==> src/sv/hcmt_pkg.sv <==
// ----------------------------------------------------------------------------
// hcmt_pkg
// Shared types and codes of the chained hash multiset table.
// ----------------------------------------------------------------------------
package hcmt_pkg;

    localparam int DEF_BUCKETS = 64;
    localparam int DEF_NODES   = 256;

    localparam logic [2:0] KIND_INS_UNIQ = 3'd0;
    localparam logic [2:0] KIND_INS_DUP  = 3'd1;
    localparam logic [2:0] KIND_DEL_ONE  = 3'd2;
    localparam logic [2:0] KIND_DEL_ALL  = 3'd3;
    localparam logic [2:0] KIND_QUERY    = 3'd4;

    localparam logic [1:0] ST_OK        = 2'd0;
    localparam logic [1:0] ST_NOT_FOUND = 2'd1;
    localparam logic [1:0] ST_FULL      = 2'd2;
    localparam logic [1:0] ST_RANGE     = 2'd3;

    typedef struct packed {
        logic [2:0]  kind;
        logic [31:0] key;
        logic [5:0]  bucket_index;
    } t_item;

    typedef struct packed {
        logic [1:0] status;
        logic [8:0] removed_count;
        logic [8:0] bucket_length;
        logic [8:0] total_entries;
        logic       is_empty;
    } t_result;

    typedef enum logic [3:0] {
        S_CLR, S_IDLE, S_DIV, S_HRD, S_HWT, S_NWT, S_REL, S_IRD, S_IWT, S_DONE
    } t_state;

endpackage

==> src/sv/hcmt_div.sv <==
// ----------------------------------------------------------------------------
// hcmt_div
// Bit-serial restoring remainder of a 32-bit key by the bucket count.
// ----------------------------------------------------------------------------
module hcmt_div import hcmt_pkg::*; #(
    parameter int BUCKETS = DEF_BUCKETS
) (
    input  logic                         i_clk,
    input  logic                         i_rst_n,
    input  logic                         i_start,
    input  logic [31:0]                  i_dividend,
    input  logic [$clog2(BUCKETS+1)-1:0] i_divisor,
    output logic                         o_done,
    output logic [$clog2(BUCKETS)-1:0]   o_rem
);
    localparam int BW = $clog2(BUCKETS+1);
    localparam int HW = $clog2(BUCKETS);

    logic          r_run, r_done;
    logic [4:0]    r_cnt;
    logic [31:0]   r_dvd;
    logic [BW-1:0] r_rem;
    logic [BW:0]   w_t;

    assign w_t = {r_rem, r_dvd[31]};

    always_ff @(posedge i_clk) begin
        if (!i_rst_n) begin
            r_run  <= 1'b0;
            r_done <= 1'b0;
            r_cnt  <= '0;
        end else begin
            r_done <= r_run && (r_cnt == 5'd31);
            if (i_start) begin
                r_run <= 1'b1;
                r_cnt <= '0;
            end else if (r_run) begin
                r_cnt <= r_cnt + 5'd1;
                if (r_cnt == 5'd31) r_run <= 1'b0;
            end
        end
    end

    always_ff @(posedge i_clk) begin
        if (i_start) begin
            r_dvd <= i_dividend;
            r_rem <= '0;
        end else if (r_run) begin
            r_dvd <= {r_dvd[30:0], 1'b0};
            if (w_t >= {1'b0, i_divisor}) r_rem <= BW'(w_t - {1'b0, i_divisor});
            else                          r_rem <= BW'(w_t);
        end
    end

    assign o_done = r_done;
    assign o_rem  = HW'(r_rem);
endmodule

==> config.mk <==
export PLATFORM = sky130hd
export DESIGN_NAME = hcmt_div
export DESIGN_NICKNAME = d
export VERILOG_FILES = /design/src/sv/hcmt_pkg.sv /design/src/sv/hcmt_div.sv
export SDC_FILE = /design/constraint.sdc
export NUM_CORES = 1
export LEC_CHECK = 0
export BUFFER_PORTS_ARGS = -buffer_cell sky130_fd_sc_hd__buf_2
export CAP_MARGIN = 20
export CORE_MARGIN = 10
export CORE_UTILIZATION = 40
export CTS_CLUSTER_DIAMETER = 100
export CTS_CLUSTER_SIZE = 14
export DETAILED_ROUTE_END_ITERATION = 10
export PLACE_DENSITY = 0.65
export SYNTH_ARGS = -nofsm -noshare
export SYNTH_HDL_FRONTEND = slang
export SYNTH_SLANG_ARGS = --single-unit
==> constraint.sdc <==
create_clock -name i_clk -period 2.18 [get_ports i_clk]
set_input_delay 0.218 -clock i_clk [delete_from_list [all_inputs] [get_ports i_clk]]
set_output_delay 0.218 -clock i_clk [all_outputs]
set_load 0.02 [all_outputs]
Word-level counts from Yosys, hierarchy flattened --
Cells that the tools add are included.
Operators by class: add/sub/neg operators 2, $lt $le $gt $ge 1, eq/ne operators 1, mux-type cells 6, bitwise logic cells 1, reduce and logical (&&, ||, !) cells 3
Operators by type and width (count):
- $mux W32 | 2
- $ge A8 B7 Y1 | 1
- $mux W7 | 1
- $sub A7 B7 Y7 | 1
- $add A5 B1 Y5 const B | 1
- $eq A5 B5 Y1 const B | 1
- $mux W1 | 3
- $reduce_bool A2 Y1 | 1
- $reduce_or A2 Y1 | 1
- $logic_and A1 B1 Y1 | 1
- $not A1 Y1 | 1
Word-level totals: register bits 46, bits of input ports 42, output and inout port bits 7, word-level logic and storage cells 19

Depth between registers and ports, before layout --
word-level depth 4, mapped depth 9, gate-level depth less buffers 9

Worst setup path before layout --
No wires, ideal clock.
path kind reg2reg, start reg r_dvd[31], end reg r_rem[0], setup time 0.086 ns, arrival 2.287 ns, data required time 2.094 ns, path slack -0.193 ns, cell stages (with the launch flop) 10, path buffers 0, period minus slack after synthesis 2.373 ns, cell sequence edfxtp_1 -> inv_1 -> ha_1 -> inv_1 -> fa_1 -> a211oi_2 -> o21ai_2 -> a41oi_4 -> mux2_2 -> a211oi_1
On the way: word-level cells in the longest chain between the ends 2, elaborated cells on any way between the ends 3, those cells by class 1 x add/sub; 1 x order compare; 1 x mux
RTL lines:
- start: declaration | RTL line hcmt_div.sv:21 | logic [31:0] r_dvd;
- start signal: assignment | RTL line hcmt_div.sv:46 | r_dvd <= i_dividend;
- start signal: assignment | RTL line hcmt_div.sv:49 | r_dvd <= {r_dvd[30:0], 1'b0};
- $sub A7 B7 Y7 or $ge A8 B7 Y1 (tied branches) | RTL line hcmt_div.sv:50 | if (w_t >= {1'b0, i_divisor}) r_rem <= BW'(w_t - {1'b0, i_divisor});
- $mux W7 (*) | RTL line hcmt_div.sv:50
- end signal: assignment | RTL line hcmt_div.sv:50
- end signal: assignment | RTL line hcmt_div.sv:51 | else r_rem <= BW'(w_t);
- end: declaration | RTL line hcmt_div.sv:22 | logic [BW-1:0] r_rem;
Every way passes the cells marked *; elsewhere a longest branch is shown, timed or not. A chain may end at the register's enable or synchronous reset.

Final worst setup path --
Ends and elaborated chain as after synthesis.

==> reports/results.tsv <==
metric	value	unit
status	finished clean	
drive_above_1_share	0.4573	
globalRouteTotalUtil	0.09663	
syn_nets	233	
finalMaxSlewViolations	0	
globalRouteOverflowTotal	0	
max-vdd-ir-drop	0.0004110	V
setup_repair_after_global_routing_missed_its_margin	yes	
power_density	742.3	nW/um^2
final_cell_count_no_fill	306	
cts_hold_buf	0	
dieHeight	96.09	um
number_of_instances_in_the_placed_design	296	
ios	49	
clock_tree.htree_level_count	2	
cell_count_of_the_worst_hold_path	2	
gr-usage-met2	0.1553	
chipWidth	96.09	um
post_dp_cell_area	2654	sq um
wl_per_cell	14.74	um
clk_latency	0.29	ns
cts.reportedPaths.clkPinSlew	0.09	ns
timing.critical_path.required	2.40	ns
synth_edf_count	32	
rr_startpoint	r_dvd[31]$_DFFE_PP_	
synthesis.area_per_instance	12.80	sq um
detail_route.vias_per_cell	4.902	
timing.final.hold_violations	0	
antenna_left	0	
grt_start_max_net_pins	28	
worst_slack	0.05407	ns
initialDrtViolationCount	85	
reg2reg_setup_slack	0.05	ns
synthArstFlopShare	0	
finalCriticalPeriod	2.126	ns
cts_tree	built	
yosys-top-cells-count	sky130_fd_sc_hd__edfxtp_1 (32), sky130_fd_sc_hd__mux2_2 (32), sky130_fd_sc_hd__nor2_1 (15)	
grt_most_used_layer	met2	
min_to	r_run$_SDFF_PN0_	
post-route-period-util	0.9752	
yosysTopAreaCell	sky130_fd_sc_hd__edfxtp_1	
hpwlAfterDp	3.339	mm
max_cap_viol_count	0	
fmax	0.4704	GHz
grt.met1_usage	0.1160	
count_of_vias_placed_by_the_detailed_router	1500	
clk_path_buf_depth	2	
worst_r2r_path_depth	9	
io_buffers	48	
timing.final.setup_violations	0	
startpoint_type	flop	
core.rowCount	27	
first_global_vias	1455	
drcViolationCount	0	
synth_top_area_frac	0.4149	
n_antenna_cell	0	
netlist_area	2316	sq um
timing.setup.critical_path_class	flop to flop	
synth_top_cells_by_area	sky130_fd_sc_hd__edfxtp_1 (41%), sky130_fd_sc_hd__mux2_2 (16%), sky130_fd_sc_hd__dfxtp_1 (12%), sky130_fd_sc_hd__ha_1 (4.9%), sky130_fd_sc_hd__mux2i_1 (2.6%)	
whs	0.1754	ns
dominantRegCellSynth	sky130_fd_sc_hd__edfxtp_1	
path_max_fanout	2	
fp.dieArea	9233	sq um
syn2layout_area_growth	20.75	%
finish.net_count	285	
netlist-cell-type-count	38	
antenna_violations_before_repair	0	
design.core.area	5574	sq um
nFillCells	519	
grt_first_pass_wirelength	6.996	mm
skew	0.009828	ns
seq_area_frac_synth	0.5359	
rr_endpoint	r_rem[0]$_SDFFE_PP0P_	
drt_first_pass_iters	4	
cts_root_buffer	sky130_fd_sc_hd__clkbuf_8	
synthCells	181	
ys_ff_latch	46	
synth.yosys.warnings	0	
leakage	0.001164	uW
tightest_slew	0.5492	ns
cts.sinks	46	
totalWireLength	4.510	mm
worst_ep_arrival_time	2.35	ns
hold_class	primary input to flop	
place.gp.congestion	0.8649	
cts_made_buffers	5	
start_util	0.4155	
hold_path_startpoint	i_rst_n	
pre_cts_ws	-0.01627	ns
layout.cell_area.non_filler	2796	sq um
grt.met3_usage	0.03658	
totalPowerFinal	2076	uW
crit_path_end_kind	flop	
relSlewSlack	0.6338	
sequential cells by signal, summed over array words and instances (netlist names):
name    cells
o_done      1
r_run       1
r_dvd      32
r_cnt       5
r_rem       7
layout make-up:
class / instances / area [sq um] / area share
Timing Repair Buffer: 58 / 331.6 / 0.1186
Inverter: 9 / 33.78 / 0.01208
Multi-Input combinational cell: 113 / 993.5 / 0.3553
Tap cell: 72 / 90.09 / 0.03221
Clock buffer: 7 / 76.32 / 0.02729
Clock inverter: 1 / 30.03 / 0.01074
Sequential cell: 46 / 1241 / 0.4438
logic make-up (layout without fill, tap and decap cells):
group | Yosys count | count (layout) | share of synthesized area
adders and majority gates | 10 | 10 | 0.05727
AOI/OAI and AO/OA | 21 | 21 | 0.07403
muxes | 38 | 38 | 0.1815
DFF | 46 | 46 | 0.5359
and+or+nand+nor | 37 | 37 | 0.07942
buffers and inverters | 22 | 75 | 0.04538
xor gates and xnor gates | 7 | 7 | 0.02647
what timing repair did:
action	in CTS	in global routing
cloned	0	0
setup buffers	0	2
endpoints found under the setup margin	3	6
resized for setup	1	5
pin swaps	1	2
routing by layer:
layer  up-vias  part of all wire
li1        760                 -
met2        31              0.49
met5         -                 0
met3         6             0.068
met4         0             0.015
met1       703              0.43
worst max-delay path: stages (launching register included):
cell and delay, ns:
sky130_fd_sc_hd__edfxtp_1 0.38, sky130_fd_sc_hd__inv_2 0.08, sky130_fd_sc_hd__ha_4 0.13, sky130_fd_sc_hd__inv_2 0.03, sky130_fd_sc_hd__fa_2 0.35, sky130_fd_sc_hd__a211oi_2 0.27
sky130_fd_sc_hd__o21ai_2 0.10, sky130_fd_sc_hd__a41oi_4 0.18, sky130_fd_sc_hd__mux2_4 0.33, sky130_fd_sc_hd__a211oi_2 0.20
report_power, final:
group / internal [uW] / total (uW) / switching, uW
Sequential: 1030 / 1060 / 29.8
Combinational: 208 / 406 / 198
Clock: 343 / 613 / 270
metrics by stage:
step           setup TNS [ns]  utilization
2_1_floorplan        -0.03231            -
3_3_place_gp                0       0.4761
3_5_place_dp         -0.02799       0.4761
4_1_cts                     0       0.4958
5_1_grt               -0.3508       0.5017
6_report                    0       0.5017
placed cells by master (no fill, tap or decap), drive strengths merged:
master  netlist  routed
a31o          1       1
nand2b        3       3
a31oi         1       1
or2           1       1
nor2b         2       2
o31ai         1       1
nand2         5       5
nand4         2       2
or3b          1       1
o311ai        1       1
xor2          5       5
buf           8      58
nand4b        1       1
bufinv        0       1
dfxtp        14      14
edfxtp       32      32
nor3b         1       1
mux2         32      32
o21a          1       1
nor2         15      15
nor3          2       2
nand3         1       1
clkbuf        5       7
and3          2       2
a41oi         1       1
ha            9       9
o21ai         3       3
inv           9       9
xnor2         2       2
o21bai        1       1
and2          1       1
fa            1       1
a211oi        6       6
mux2i         6       6
a311oi        1       1
a21oi         4       4
how the worst max path moves through the flow:
stage | slack [ns] | depth (start not counted) | to | from
after floorplan | -0.03 | 9 | r_rem[0]$_SDFFE_PP0P_ | r_dvd[31]$_DFFE_PP_
after global placement | 0.08 | 10 | r_rem[1]$_SDFFE_PP0P_ | r_dvd[31]$_DFFE_PP_
after detailed placement | -0.02 | 10 | r_rem[1]$_SDFFE_PP0P_ | r_dvd[31]$_DFFE_PP_
after CTS | 0.03 | 9 | r_rem[0]$_SDFFE_PP0P_ | r_dvd[31]$_DFFE_PP_
after global routing | -0.07 | 10 | r_rem[4]$_SDFFE_PP0P_ | r_dvd[31]$_DFFE_PP_
final | 0.05 | 9 | r_rem[0]$_SDFFE_PP0P_ | r_dvd[31]$_DFFE_PP_
No activity file was read; power rests on OpenSTA's default activity.
