`src/sv/hcmt_pkg.sv`:
```
// ----------------------------------------------------------------------------
// hcmt_pkg
// Shared types and codes of the chained hash multiset table.
// ----------------------------------------------------------------------------
package hcmt_pkg;

    localparam int DEF_BUCKETS = 64;
    localparam int DEF_NODES   = 256;

    localparam logic [2:0] KIND_INS_UNIQ = 3'd0;
    localparam logic [2:0] KIND_INS_DUP  = 3'd1;
    localparam logic [2:0] KIND_DEL_ONE  = 3'd2;
    localparam logic [2:0] KIND_DEL_ALL  = 3'd3;
    localparam logic [2:0] KIND_QUERY    = 3'd4;

    localparam logic [1:0] ST_OK        = 2'd0;
    localparam logic [1:0] ST_NOT_FOUND = 2'd1;
    localparam logic [1:0] ST_FULL      = 2'd2;
    localparam logic [1:0] ST_RANGE     = 2'd3;

    typedef struct packed {
        logic [2:0]  kind;
        logic [31:0] key;
        logic [5:0]  bucket_index;
    } t_item;

    typedef struct packed {
        logic [1:0] status;
        logic [8:0] removed_count;
        logic [8:0] bucket_length;
        logic [8:0] total_entries;
        logic       is_empty;
    } t_result;

    typedef enum logic [3:0] {
        S_CLR, S_IDLE, S_DIV, S_HRD, S_HWT, S_NWT, S_REL, S_IRD, S_IWT, S_DONE
    } t_state;

endpackage

```
`src/sv/hcmt_ctrl.sv`:
```
// ----------------------------------------------------------------------------
// hcmt_ctrl
// Sequencer: clearing pass, chain walk, insert, unlink and release.
// ----------------------------------------------------------------------------
module hcmt_ctrl import hcmt_pkg::*; #(
    parameter int BUCKETS = DEF_BUCKETS,
    parameter int NODES   = DEF_NODES
) (
    input  logic                         i_clk,
    input  logic                         i_rst_n,
    input  logic                         start,
    output logic                         busy,
    input  t_item                        i_item,
    output logic                         o_done,
    output t_result                      o_result,
    input  logic [$clog2(BUCKETS+1)-1:0] i_nbkt,
    output logic                         o_div_start,
    input  logic                         i_div_done,
    input  logic [$clog2(BUCKETS)-1:0]   i_div_rem,
    output logic [$clog2(BUCKETS)-1:0]   o_head_raddr,
    input  logic [$clog2(NODES+1)-1:0]   i_head_rdata,
    output logic                         o_head_we,
    output logic [$clog2(BUCKETS)-1:0]   o_head_waddr,
    output logic [$clog2(NODES+1)-1:0]   o_head_wdata,
    output logic [$clog2(NODES)-1:0]     o_node_raddr,
    input  logic [31:0]                  i_node_rkey,
    input  logic [$clog2(NODES+1)-1:0]   i_node_rlink,
    output logic                         o_link_we,
    output logic                         o_key_we,
    output logic [$clog2(NODES)-1:0]     o_node_waddr,
    output logic [$clog2(NODES+1)-1:0]   o_link_wdata,
    output logic [31:0]                  o_key_wdata
);
    localparam int PW   = $clog2(NODES+1);
    localparam int NA   = $clog2(NODES);
    localparam int HW   = $clog2(BUCKETS);
    localparam int CLRN = (BUCKETS > NODES) ? BUCKETS : NODES;
    localparam int CLW  = $clog2(CLRN);
    localparam logic [PW-1:0] NIL = PW'(NODES);

    t_state         r_state, n_state;
    logic [CLW-1:0] r_clr, n_clr;
    logic [2:0]     r_kind, n_kind;
    logic [31:0]    r_key, n_key;
    logic [HW-1:0]  r_b, n_b;
    logic [PW-1:0]  r_cur, n_cur, r_prev, n_prev, r_nxt, n_nxt, r_head, n_head;
    logic [PW-1:0]  r_free, n_free, r_count, n_count, r_removed, n_removed;
    logic [PW-1:0]  r_blen, n_blen;
    logic [1:0]     r_status, n_status;

    always_ff @(posedge i_clk) begin
        if (!i_rst_n) begin
            r_state <= S_CLR;
            r_clr   <= '0;
            r_free  <= '0;
            r_count <= '0;
        end else begin
            r_state <= n_state;
            r_clr   <= n_clr;
            r_free  <= n_free;
            r_count <= n_count;
        end
    end

    always_ff @(posedge i_clk) begin
        r_kind    <= n_kind;
        r_key     <= n_key;
        r_b       <= n_b;
        r_cur     <= n_cur;
        r_prev    <= n_prev;
        r_nxt     <= n_nxt;
        r_head    <= n_head;
        r_removed <= n_removed;
        r_blen    <= n_blen;
        r_status  <= n_status;
    end

    always_comb begin
        n_state      = r_state;
        n_clr        = r_clr;
        n_kind       = r_kind;
        n_key        = r_key;
        n_b          = r_b;
        n_cur        = r_cur;
        n_prev       = r_prev;
        n_nxt        = r_nxt;
        n_head       = r_head;
        n_free       = r_free;
        n_count      = r_count;
        n_removed    = r_removed;
        n_blen       = r_blen;
        n_status     = r_status;
        o_div_start  = 1'b0;
        o_head_raddr = r_b;
        o_head_we    = 1'b0;
        o_head_waddr = r_b;
        o_head_wdata = NIL;
        o_node_raddr = r_cur[NA-1:0];
        o_link_we    = 1'b0;
        o_key_we     = 1'b0;
        o_node_waddr = r_cur[NA-1:0];
        o_link_wdata = r_free;
        o_key_wdata  = r_key;
        unique case (r_state)
            S_CLR: begin
                o_head_we    = (32'(r_clr) < 32'(BUCKETS));
                o_head_waddr = r_clr[HW-1:0];
                o_link_we    = (32'(r_clr) < 32'(NODES));
                o_node_waddr = NA'(r_clr);
                o_link_wdata = PW'(32'(r_clr) + 32'd1);
                n_clr        = r_clr + CLW'(1);
                if (32'(r_clr) == CLRN - 1) n_state = S_IDLE;
            end
            S_IDLE: begin
                n_kind    = i_item.kind;
                n_key     = i_item.key;
                n_removed = '0;
                n_blen    = '0;
                n_status  = ST_OK;
                n_prev    = NIL;
                if (start) begin
                    priority if (i_item.kind == KIND_QUERY) begin
                        if (32'(i_item.bucket_index) >= 32'(i_nbkt)) begin
                            n_status = ST_RANGE;
                            n_state  = S_DONE;
                        end else begin
                            n_b     = HW'(i_item.bucket_index);
                            n_state = S_HRD;
                        end
                    end else if (i_item.kind == KIND_INS_UNIQ || i_item.kind == KIND_INS_DUP
                                 || i_item.kind == KIND_DEL_ONE
                                 || i_item.kind == KIND_DEL_ALL) begin
                        o_div_start = 1'b1;
                        n_state     = S_DIV;
                    end else begin
                        n_state = S_DONE;
                    end
                end
            end
            S_DIV: begin
                if (i_div_done) begin
                    n_b     = i_div_rem;
                    n_state = S_HRD;
                end
            end
            S_HRD: begin
                n_state = S_HWT;
            end
            S_HWT: begin
                n_head       = i_head_rdata;
                n_cur        = i_head_rdata;
                o_node_raddr = i_head_rdata[NA-1:0];
                priority if (r_kind == KIND_INS_DUP) begin
                    n_state = S_IRD;
                end else if (i_head_rdata == NIL) begin
                    if (r_kind == KIND_INS_UNIQ) n_state = S_IRD;
                    else begin
                        if (r_kind != KIND_QUERY) n_status = ST_NOT_FOUND;
                        n_state = S_DONE;
                    end
                end else begin
                    n_state = S_NWT;
                end
            end
            S_NWT: begin
                n_nxt        = i_node_rlink;
                n_cur        = i_node_rlink;
                o_node_raddr = i_node_rlink[NA-1:0];
                priority if (r_kind == KIND_QUERY) begin
                    n_blen = r_blen + PW'(1);
                    if (i_node_rlink == NIL) n_state = S_DONE;
                end else if (r_kind == KIND_INS_UNIQ) begin
                    if (i_node_rkey == r_key) begin
                        n_status = ST_NOT_FOUND;
                        n_state  = S_DONE;
                    end else if (i_node_rlink == NIL) begin
                        n_state = S_IRD;
                    end
                end else if (i_node_rkey == r_key) begin
                    n_cur = r_cur;
                    if (r_prev == NIL) begin
                        o_head_we    = 1'b1;
                        o_head_wdata = i_node_rlink;
                    end else begin
                        o_link_we    = 1'b1;
                        o_node_waddr = r_prev[NA-1:0];
                        o_link_wdata = i_node_rlink;
                    end
                    n_state = S_REL;
                end else begin
                    n_prev = r_cur;
                    if (i_node_rlink == NIL) begin
                        n_status = (r_removed == '0) ? ST_NOT_FOUND : ST_OK;
                        n_state  = S_DONE;
                    end
                end
            end
            S_REL: begin
                o_link_we    = 1'b1;
                o_link_wdata = r_free;
                n_free       = r_cur;
                if (r_count != '0) n_count = r_count - PW'(1);
                n_removed    = r_removed + PW'(1);
                n_status     = ST_OK;
                n_cur        = r_nxt;
                o_node_raddr = r_nxt[NA-1:0];
                if (r_kind == KIND_DEL_ONE || r_nxt == NIL) n_state = S_DONE;
                else n_state = S_NWT;
            end
            S_IRD: begin
                o_node_raddr = r_free[NA-1:0];
                if (r_free == NIL) begin
                    n_status = ST_FULL;
                    n_state  = S_DONE;
                end else begin
                    n_state = S_IWT;
                end
            end
            S_IWT: begin
                o_node_waddr = r_free[NA-1:0];
                o_key_we     = 1'b1;
                o_link_we    = 1'b1;
                o_link_wdata = r_head;
                o_head_we    = 1'b1;
                o_head_wdata = r_free;
                n_free       = i_node_rlink;
                n_count      = r_count + PW'(1);
                n_state      = S_DONE;
            end
            S_DONE: begin
                n_state = S_IDLE;
            end
            default: n_state = S_IDLE;
        endcase
    end

    assign busy                   = (r_state != S_IDLE);
    assign o_done                 = (r_state == S_DONE);
    assign o_result.status        = r_status;
    assign o_result.removed_count = 9'(r_removed);
    assign o_result.bucket_length = 9'(r_blen);
    assign o_result.total_entries = 9'(r_count);
    assign o_result.is_empty      = (r_count == '0);

    a_count_bound: assert property (@(posedge i_clk) disable iff (!i_rst_n)
        32'(r_count) <= NODES)
        else $error("entry count above pool size");
    a_free_full: assert property (@(posedge i_clk) disable iff (!i_rst_n)
        (r_free == NIL) == (r_count == NIL))
        else $error("free list and entry count disagree");
    a_accept_busy: assert property (@(posedge i_clk) disable iff (!i_rst_n)
        (start && !busy) |=> busy)
        else $error("transaction accepted without going busy");
endmodule

```
`config.mk`:
```
export PLATFORM = sky130hd
export DESIGN_NAME = hcmt_ctrl
export DESIGN_NICKNAME = d
export VERILOG_FILES = /design/src/sv/hcmt_pkg.sv /design/src/sv/hcmt_ctrl.sv
export SDC_FILE = /design/constraint.sdc
export NUM_CORES = 1
export LEC_CHECK = 0
export BUFFER_PORTS_ARGS = -buffer_cell sky130_fd_sc_hd__buf_4
export CAP_MARGIN = 20
export CORE_MARGIN = 8
export CORE_UTILIZATION = 35
export DETAILED_ROUTE_END_ITERATION = 10
export SLEW_MARGIN = 10
export SYNTH_ARGS = -nofsm -noshare
export SYNTH_HDL_FRONTEND = slang
export SYNTH_SLANG_ARGS = --single-unit
```
`constraint.sdc`:
```
create_clock -name i_clk -period 3.1 [get_ports i_clk]
set_clock_uncertainty 0.05 [all_clocks]
set_input_delay 0.155 -clock i_clk [delete_from_list [all_inputs] [get_ports i_clk]]
set_output_delay 0.155 -clock i_clk [all_outputs]
set_load 0.02 [all_outputs]
```
# After elaboration in Yosys (flattened, before gate mapping)

Cells that the tools add are included.

Input port bits: 108
Logic and storage cells: 175
Register bits after elaboration: 127

Equality and inequality tests: 45
Add/subtract/negate cells: 6
Magnitude comparators: 2
Mux-type cells: 84
Reduce and logical (&&, ||, !) cells: 24

Operator list:

| kind                | number |
|---|---|
| $mux 9              | 16 |
| $pmux 9 s2          | 6 |
| $mux 4              | 16 |
| $pmux 9 s3          | 2 |
| $eq 9x9->1 const B  | 5 |
| $pmux 4 s9          | 1 |
| $eq 32x32->1        | 1 |
| $mux 8              | 4 |
| $pmux 8 s4          | 1 |
| $mux 6              | 5 |
| $ne 2x2->1 const B  | 15 |
| $add 9x1->9 const B | 3 |
| $mux 2              | 13 |
| $pmux 8 s3          | 1 |
| $logic_not 9->1     | 2 |
| $eq 4x3->1 const B  | 4 |
| $mux 1              | 15 |
| $ne 3x3->1 const B  | 4 |
| $pmux 6 s2          | 1 |
| $pmux 2 s5          | 1 |
| $reduce_and 10->1   | 1 |
| $add 8x1->9 const B | 1 |
| $eq 3x2->1 const B  | 3 |
| $reduce_bool 9->1   | 1 |
| other kinds (25)    | 39 |

# Logic depth before layout (Yosys ltp)

Word-level depth: 8
Mapped depth: 11
Mapped depth without buffers: 9

# Worst setup path before layout

No wires, ideal clock.

Path kind: register to register
From: reg r_state[1]
To: reg r_count[8]
Path slack: 0.172 ns
Buffers on the path: 2
Setup time: 0.137 ns
Stages on the path, launching flop included: 12
Arrival time: 2.741 ns
Cell sequence: dfxtp_1 clkbuf_1 nor3_1 nand2_1 clkbuf_1 fa_1 a21o_1 a21oi_1 o21ai_0 o41ai_1 or4_1 o211ai_1

Cells in the longest elaborated chain, start to end: 3
Elaborated cells between the ends (all ways): 6
Classes of those cells: eq/ne (3); mux (1); reduce/logical (2)

RTL lines:

| what                                                      | line             | RTL |
|---|---|---|
| start, declared                                           | hcmt_ctrl.sv:41  | `t_state r_state, n_state;` |
| start signal, assigned                                    | hcmt_ctrl.sv:58  | `r_state <= n_state;` |
| $eq 4x3->1 or $eq 4x4->1 (tied branches)                  | hcmt_ctrl.sv:104 | `unique case (r_state)` |
| $ne 2x2->1 (no line) or $reduce_bool 2->1 (tied branches) | -                |  |
| $reduce_and 2->1 (no line)                                | -                |  |
| end signal, assigned                                      | hcmt_ctrl.sv:61  | `r_count <= n_count;` |
| end, declared                                             | hcmt_ctrl.sv:47  | `logic [PW-1:0] r_free, n_free, r_count, n_count, r_removed, n_removed;` |

Several ways; a longest one is shown, not always the timed one.
A chain may end at the register's enable or synchronous reset.

# Worst setup path after layout

From: reg r_key[16], in the netlist o_key_wdata[16]
To: out o_link_wdata[3]

Cells in the longest elaborated chain, start to end: 5

RTL lines:

| what                   | line             | RTL |
|---|---|---|
| start, declared        | hcmt_ctrl.sv:44  | `logic [31:0] r_key, n_key;` |
| start signal, assigned | hcmt_ctrl.sv:67  | `r_key <= n_key;` |
| $eq 32x32->1           | hcmt_ctrl.sv:179 | `end else if (i_node_rkey == r_key) begin` |
| $mux 9                 | hcmt_ctrl.sv:179 |  |
| $mux 9                 | hcmt_ctrl.sv:172 | `end else if (r_kind == KIND_INS_UNIQ) begin` |
| $mux 9                 | hcmt_ctrl.sv:169 | `priority if (r_kind == KIND_QUERY) begin` |
| $pmux 9 s3             | hcmt_ctrl.sv:104 |  |
| end, declared          | hcmt_ctrl.sv:31  | `output logic [$clog2(NODES+1)-1:0] o_link_wdata,` |

Every way passes these cells.

==> flow_results.org <==
** Status
- The run finished with clean final reports.

** Pwr
- In this run the static leakage power is 4.20 nW.
- Max VDD drop :: approximately 0.37 mV
- Cell internal pwr :: 3.38 mW
- Part of the power in the clock network :: 0.494
- Share of power burned in registers :: 0.425
- Summed over all nets, the switching power comes to 0.932 mW.
- Share of power burned in combinational logic :: 0.081
- Switching power share of the total :: 0.216
- PwrDens :: 409 nW/um^2

** Routing
- In the final routed layout, each cell accounts on average for 19.4 um.
- Number of search-and-repair iterations in the first detailed-routing pass :: 5
- Initial DRC count :: 397
- Post-route DRC violation count :: 0
- In the routed layout, each cell is associated on average with a via count of 5.26.
- Total number of vias :: 6790
- The count of nets left with antenna violations once routing finished came out at 0.
- WL final :: 25.1 mm

** Clock network
- CTS placed an instance of sky130_fd_sc_hd__clkbuf_16 at the clock tree root.
- Counting along the longest clock path gives a buffer depth of 2.
- For the worst-skew pair, the clock arrives at the later sink with an insertion delay of 420 ps.
- Number of buffers created by CTS :: 17
- Number of H-tree levels :: 4
- Number of sinks driven by the clock tree :: roughly 130
- TritonCTS clock tree :: yes
- Clock-pin slew was measured on the worst setup and hold paths at 60 ps.

** Worst setup path
- Crit Path Category :: register to output port
- Worst Reg-to-Reg Cells :: 9
- Critical path arrival :: ~2800 ps
- The worst setup path is launched from a register.
- At the worst endpoint, the required time is 2890 ps.
- STA classifies the critical path endpoint as an output port.
- Crit path max fanout :: 6

** GRT
- The first global-routing pass estimated roughly 40 mm of wire.
- Number of global-route vias before repair :: 6926
- Total Routing Usage GR :: 0.194
- Pin count of the biggest net entering global routing :: 37
- Summed over all layers, the global routing overflow is 0.
- Number of antenna violations at the first check in global routing :: 1

** Timing
- Max-slew violation count :: 0
- Timing would allow up to 0.336 GHz.
- Measured against its own limit, the worst slew margin works out to 0.338.
- In the finished design, the share of the clock period the worst path needs comes to 0.960.
- Slew at the pin closest to its max-slew limit :: 986 ps
- Setup TNS after final layout :: 0 ps
- The hold violation count in the final report was 0.
- Setup violations remaining at the end of the flow were counted as 0.
- Final setup margin :: approximately 120 ps
- The worst path in the final design needs a cycle of 2980 ps, including I/O delays and setup.
- Final hold slack :: 16.3 ps

** Yosys
- Fraction of synthesis flops using an asynchronous set or reset pin :: 0
- Of the total synthesized cell area, the portion taken by AND, OR, NAND and NOR gates is 0.192.
- Synth Area in Compound Gates :: 0.141
- In the synthesized netlist, the number of instances is about 710.
- Synth area leader :: sky130_fd_sc_hd__edfxtp_1
- Largest family of logic cells by synthesized area :: simple AND/OR/NAND/NOR gates
- Of the synthesized area, sequential elements account for 0.491.
- Number of synthesized register bits :: 127
- Number of enable-type register cells in the synthesized netlist :: 97
- The number of nets handed over by synthesis was 837.
- Of the post-synthesis cell area, the part taken by muxes is 0.0320.
- After synthesis, the cell types taking the most area are sky130_fd_sc_hd__edfxtp_1 41%, sky130_fd_sc_hd__dfxtp_1 8.4%, sky130_fd_sc_hd__xnor2_1 6.1%.
- Dividing the synthesized area by the synthesized cell count gives 10.1 um^2.
- Adder-Cell Fraction of Synth Area :: 0.0325
- Yosys warns :: 0
- Number of unique standard cell types used by synthesis :: 63
- Most used flip-flop cell after synthesis :: sky130_fd_sc_hd__edfxtp_1
- The synthesized netlist occupies a cell area of roughly 7000 um^2.
- Of the total synthesized cell area, the portion taken by XOR and XNOR cells is 0.0771.
- Of the post-synthesis cell area, the dominant cell type holds 0.407.

** Cells and area
- Area Growth Syn to Fin :: 47.3%
- Number of nets in the layout :: 1133
- The multi-input combinational cells in the finished layout cover a total of 3450 um^2.
- Sequential standard cell area :: 3510 um^2
- Filler Cell Count :: around 1900
- Commonest cells after routing, fill and taps aside :: 251 x sky130_fd_sc_hd__buf_4, 97 x sky130_fd_sc_hd__edfxtp_1, 83 x sky130_fd_sc_hd__nor2_1, 74 x sky130_fd_sc_hd__nand2_1, 61 x sky130_fd_sc_hd__dlygate4sd3_1
- Post-route cell area :: 10500 um^2
- Of the cells placed in the final design, the portion with a size suffix greater than 1 is 0.303.
- The library cell used most frequently in the layout, excluding fill and tap cells, is sky130_fd_sc_hd__buf_4.
- Finished Core Util :: 0.522

** Floorplanning
- The die covers 25300 um^2.
- Die Y-Extent :: 159 um
- Number of rows in the core area :: 52
- Effective utilization at floorplan :: 0.355
- 222 I/O pins were placed.
- Core Area :: ~20000 um^2
- Die width :: 159 um

** Placed design
- Summed over all nets, the half-perimeter wirelength after detailed placement is 18.9 mm.
- Count of port buffers added during placement :: 221
- At the end of routability-driven placement, the weighted congestion stood at ~0.87.
- At the placement stage, the worst setup path has a slack of 306 ps.
- Summing all placed instances gives a cell area of 9170 um^2.

** Min path
- Counting instances, the worst hold path has a depth of 3.
- The worst hold path belongs to the class input pin to register.

** Job
- Number of maximum-capacitance constraint violations :: 0
## flip-flops by register name, indices dropped and copies added (netlist names)
name and count:
r_kind 3, r_prev 9, r_free 9, r_nxt 9, r_blen 9, r_count 9, o_key_wdata 32, r_head 9
r_status 2, r_clr 8, r_removed 9, r_cur 9, r_state 4, o_head_raddr 6
## repair_timing
action	in CTS	in global routing
resized for setup	2	8
pin swaps	2	14
setup buffers	3	6
hold buffers	61	0
setup endpoints to repair	26	12
hold endpoints to repair	58	0
## power groups by stage
stage / Combinational, mW / Clock [mW] / Sequential [mW]
after floorplan: 0.107 / 0 / 1.86
after global placement: 0.278 / 0 / 1.87
after detailed placement: 0.280 / 0 / 1.87
after CTS: 0.344 / 2.15 / 1.83
after global routing: 0.372 / 2.21 / 1.83
final: 0.347 / 2.13 / 1.83
## area by class of cell
class                           count  area share
Sequential cell                   127       0.333
Multi-Input combinational cell    524       0.327
Timing Repair Buffer              314       0.240
Clock buffer                       19      0.0411
Tap cell                          270      0.0321
Clock inverter                     13      0.0179
Inverter                           23     0.00819
Antenna cell                        1    0.000237
## final timing paths
path | from | end | slack [ps]
max | o_key_wdata[16] | o_link_wdata[3] | 120
min | i_div_rem[0] | o_head_raddr[0] | 20
max reg2reg | r_state[1] | r_count[8] | 430
min reg2reg | r_count[5] | r_count[5] | 490
## kinds of logic after synthesis
| family | after synthesis |
|---|---|
| XOR/XNOR | 63 |
| flip-flops | 127 |
| buffers and inverters | 60 |
| multiplexers | 22 |
| AO/OA/AOI/OAI | 141 |
| adder cells (fa/ha/maj) | 18 |
| AND/OR/NAND/NOR | 280 |
## stage by stage
| step | power [mW] | std cells |
|---|---|---|
| floorplan | 1.97 | 711 |
| global placement | 2.15 | 1188 |
| detailed placement | 2.15 | 1188 |
| CTS | 4.33 | 1284 |
| global route | 4.42 | 1291 |
| finish | 4.31 | 1291 |
## Yosys cell counts, types with 3 or more instances
library cell and count:
sky130_fd_sc_hd__o22ai_1 5, sky130_fd_sc_hd__nand3_1 17, sky130_fd_sc_hd__nand4_1 13, sky130_fd_sc_hd__mux2i_1 15, sky130_fd_sc_hd__a211oi_1 5, sky130_fd_sc_hd__xor2_1 13
sky130_fd_sc_hd__a31oi_1 7, sky130_fd_sc_hd__a22o_1 12, sky130_fd_sc_hd__nor2_1 83, sky130_fd_sc_hd__ha_1 17, sky130_fd_sc_hd__xnor2_1 50, sky130_fd_sc_hd__nand2b_1 9
sky130_fd_sc_hd__nor3_1 20, sky130_fd_sc_hd__o221ai_1 11, sky130_fd_sc_hd__nor4_1 14, sky130_fd_sc_hd__nand4b_1 3, sky130_fd_sc_hd__mux2_2 7, sky130_fd_sc_hd__and2_1 11
sky130_fd_sc_hd__clkbuf_1 30, sky130_fd_sc_hd__buf_2 4, sky130_fd_sc_hd__or3_1 5, sky130_fd_sc_hd__o21ai_0 19, sky130_fd_sc_hd__o21bai_1 5, sky130_fd_sc_hd__a21oi_1 29
sky130_fd_sc_hd__a221oi_1 4, sky130_fd_sc_hd__a21o_1 4, sky130_fd_sc_hd__nand2_1 75, sky130_fd_sc_hd__a22oi_1 7, sky130_fd_sc_hd__or2_2 3, sky130_fd_sc_hd__and3_1 8
sky130_fd_sc_hd__nor2b_1 3, sky130_fd_sc_hd__a221o_1 15, sky130_fd_sc_hd__edfxtp_1 97, sky130_fd_sc_hd__inv_1 22, sky130_fd_sc_hd__dfxtp_1 30
## per-layer routing
layer	global-route usage	routed length (um)
met1	0.229	9830
met2	0.334	12700
met3	0.0577	2060
met4	0.0626	501
met5	0	0
## worst max-delay path, stage by stage, from the launching register on
cell and delay (ps):
sky130_fd_sc_hd__edfxtp_1 400, sky130_fd_sc_hd__xnor2_1 190, sky130_fd_sc_hd__nand4_1 230, sky130_fd_sc_hd__or4_4 560
sky130_fd_sc_hd__nor3_4 230, sky130_fd_sc_hd__buf_12 150, sky130_fd_sc_hd__nor2_1 50, sky130_fd_sc_hd__or3b_4 380
sky130_fd_sc_hd__buf_4 170
Note: power is estimated with default switching activity, not from simulation.
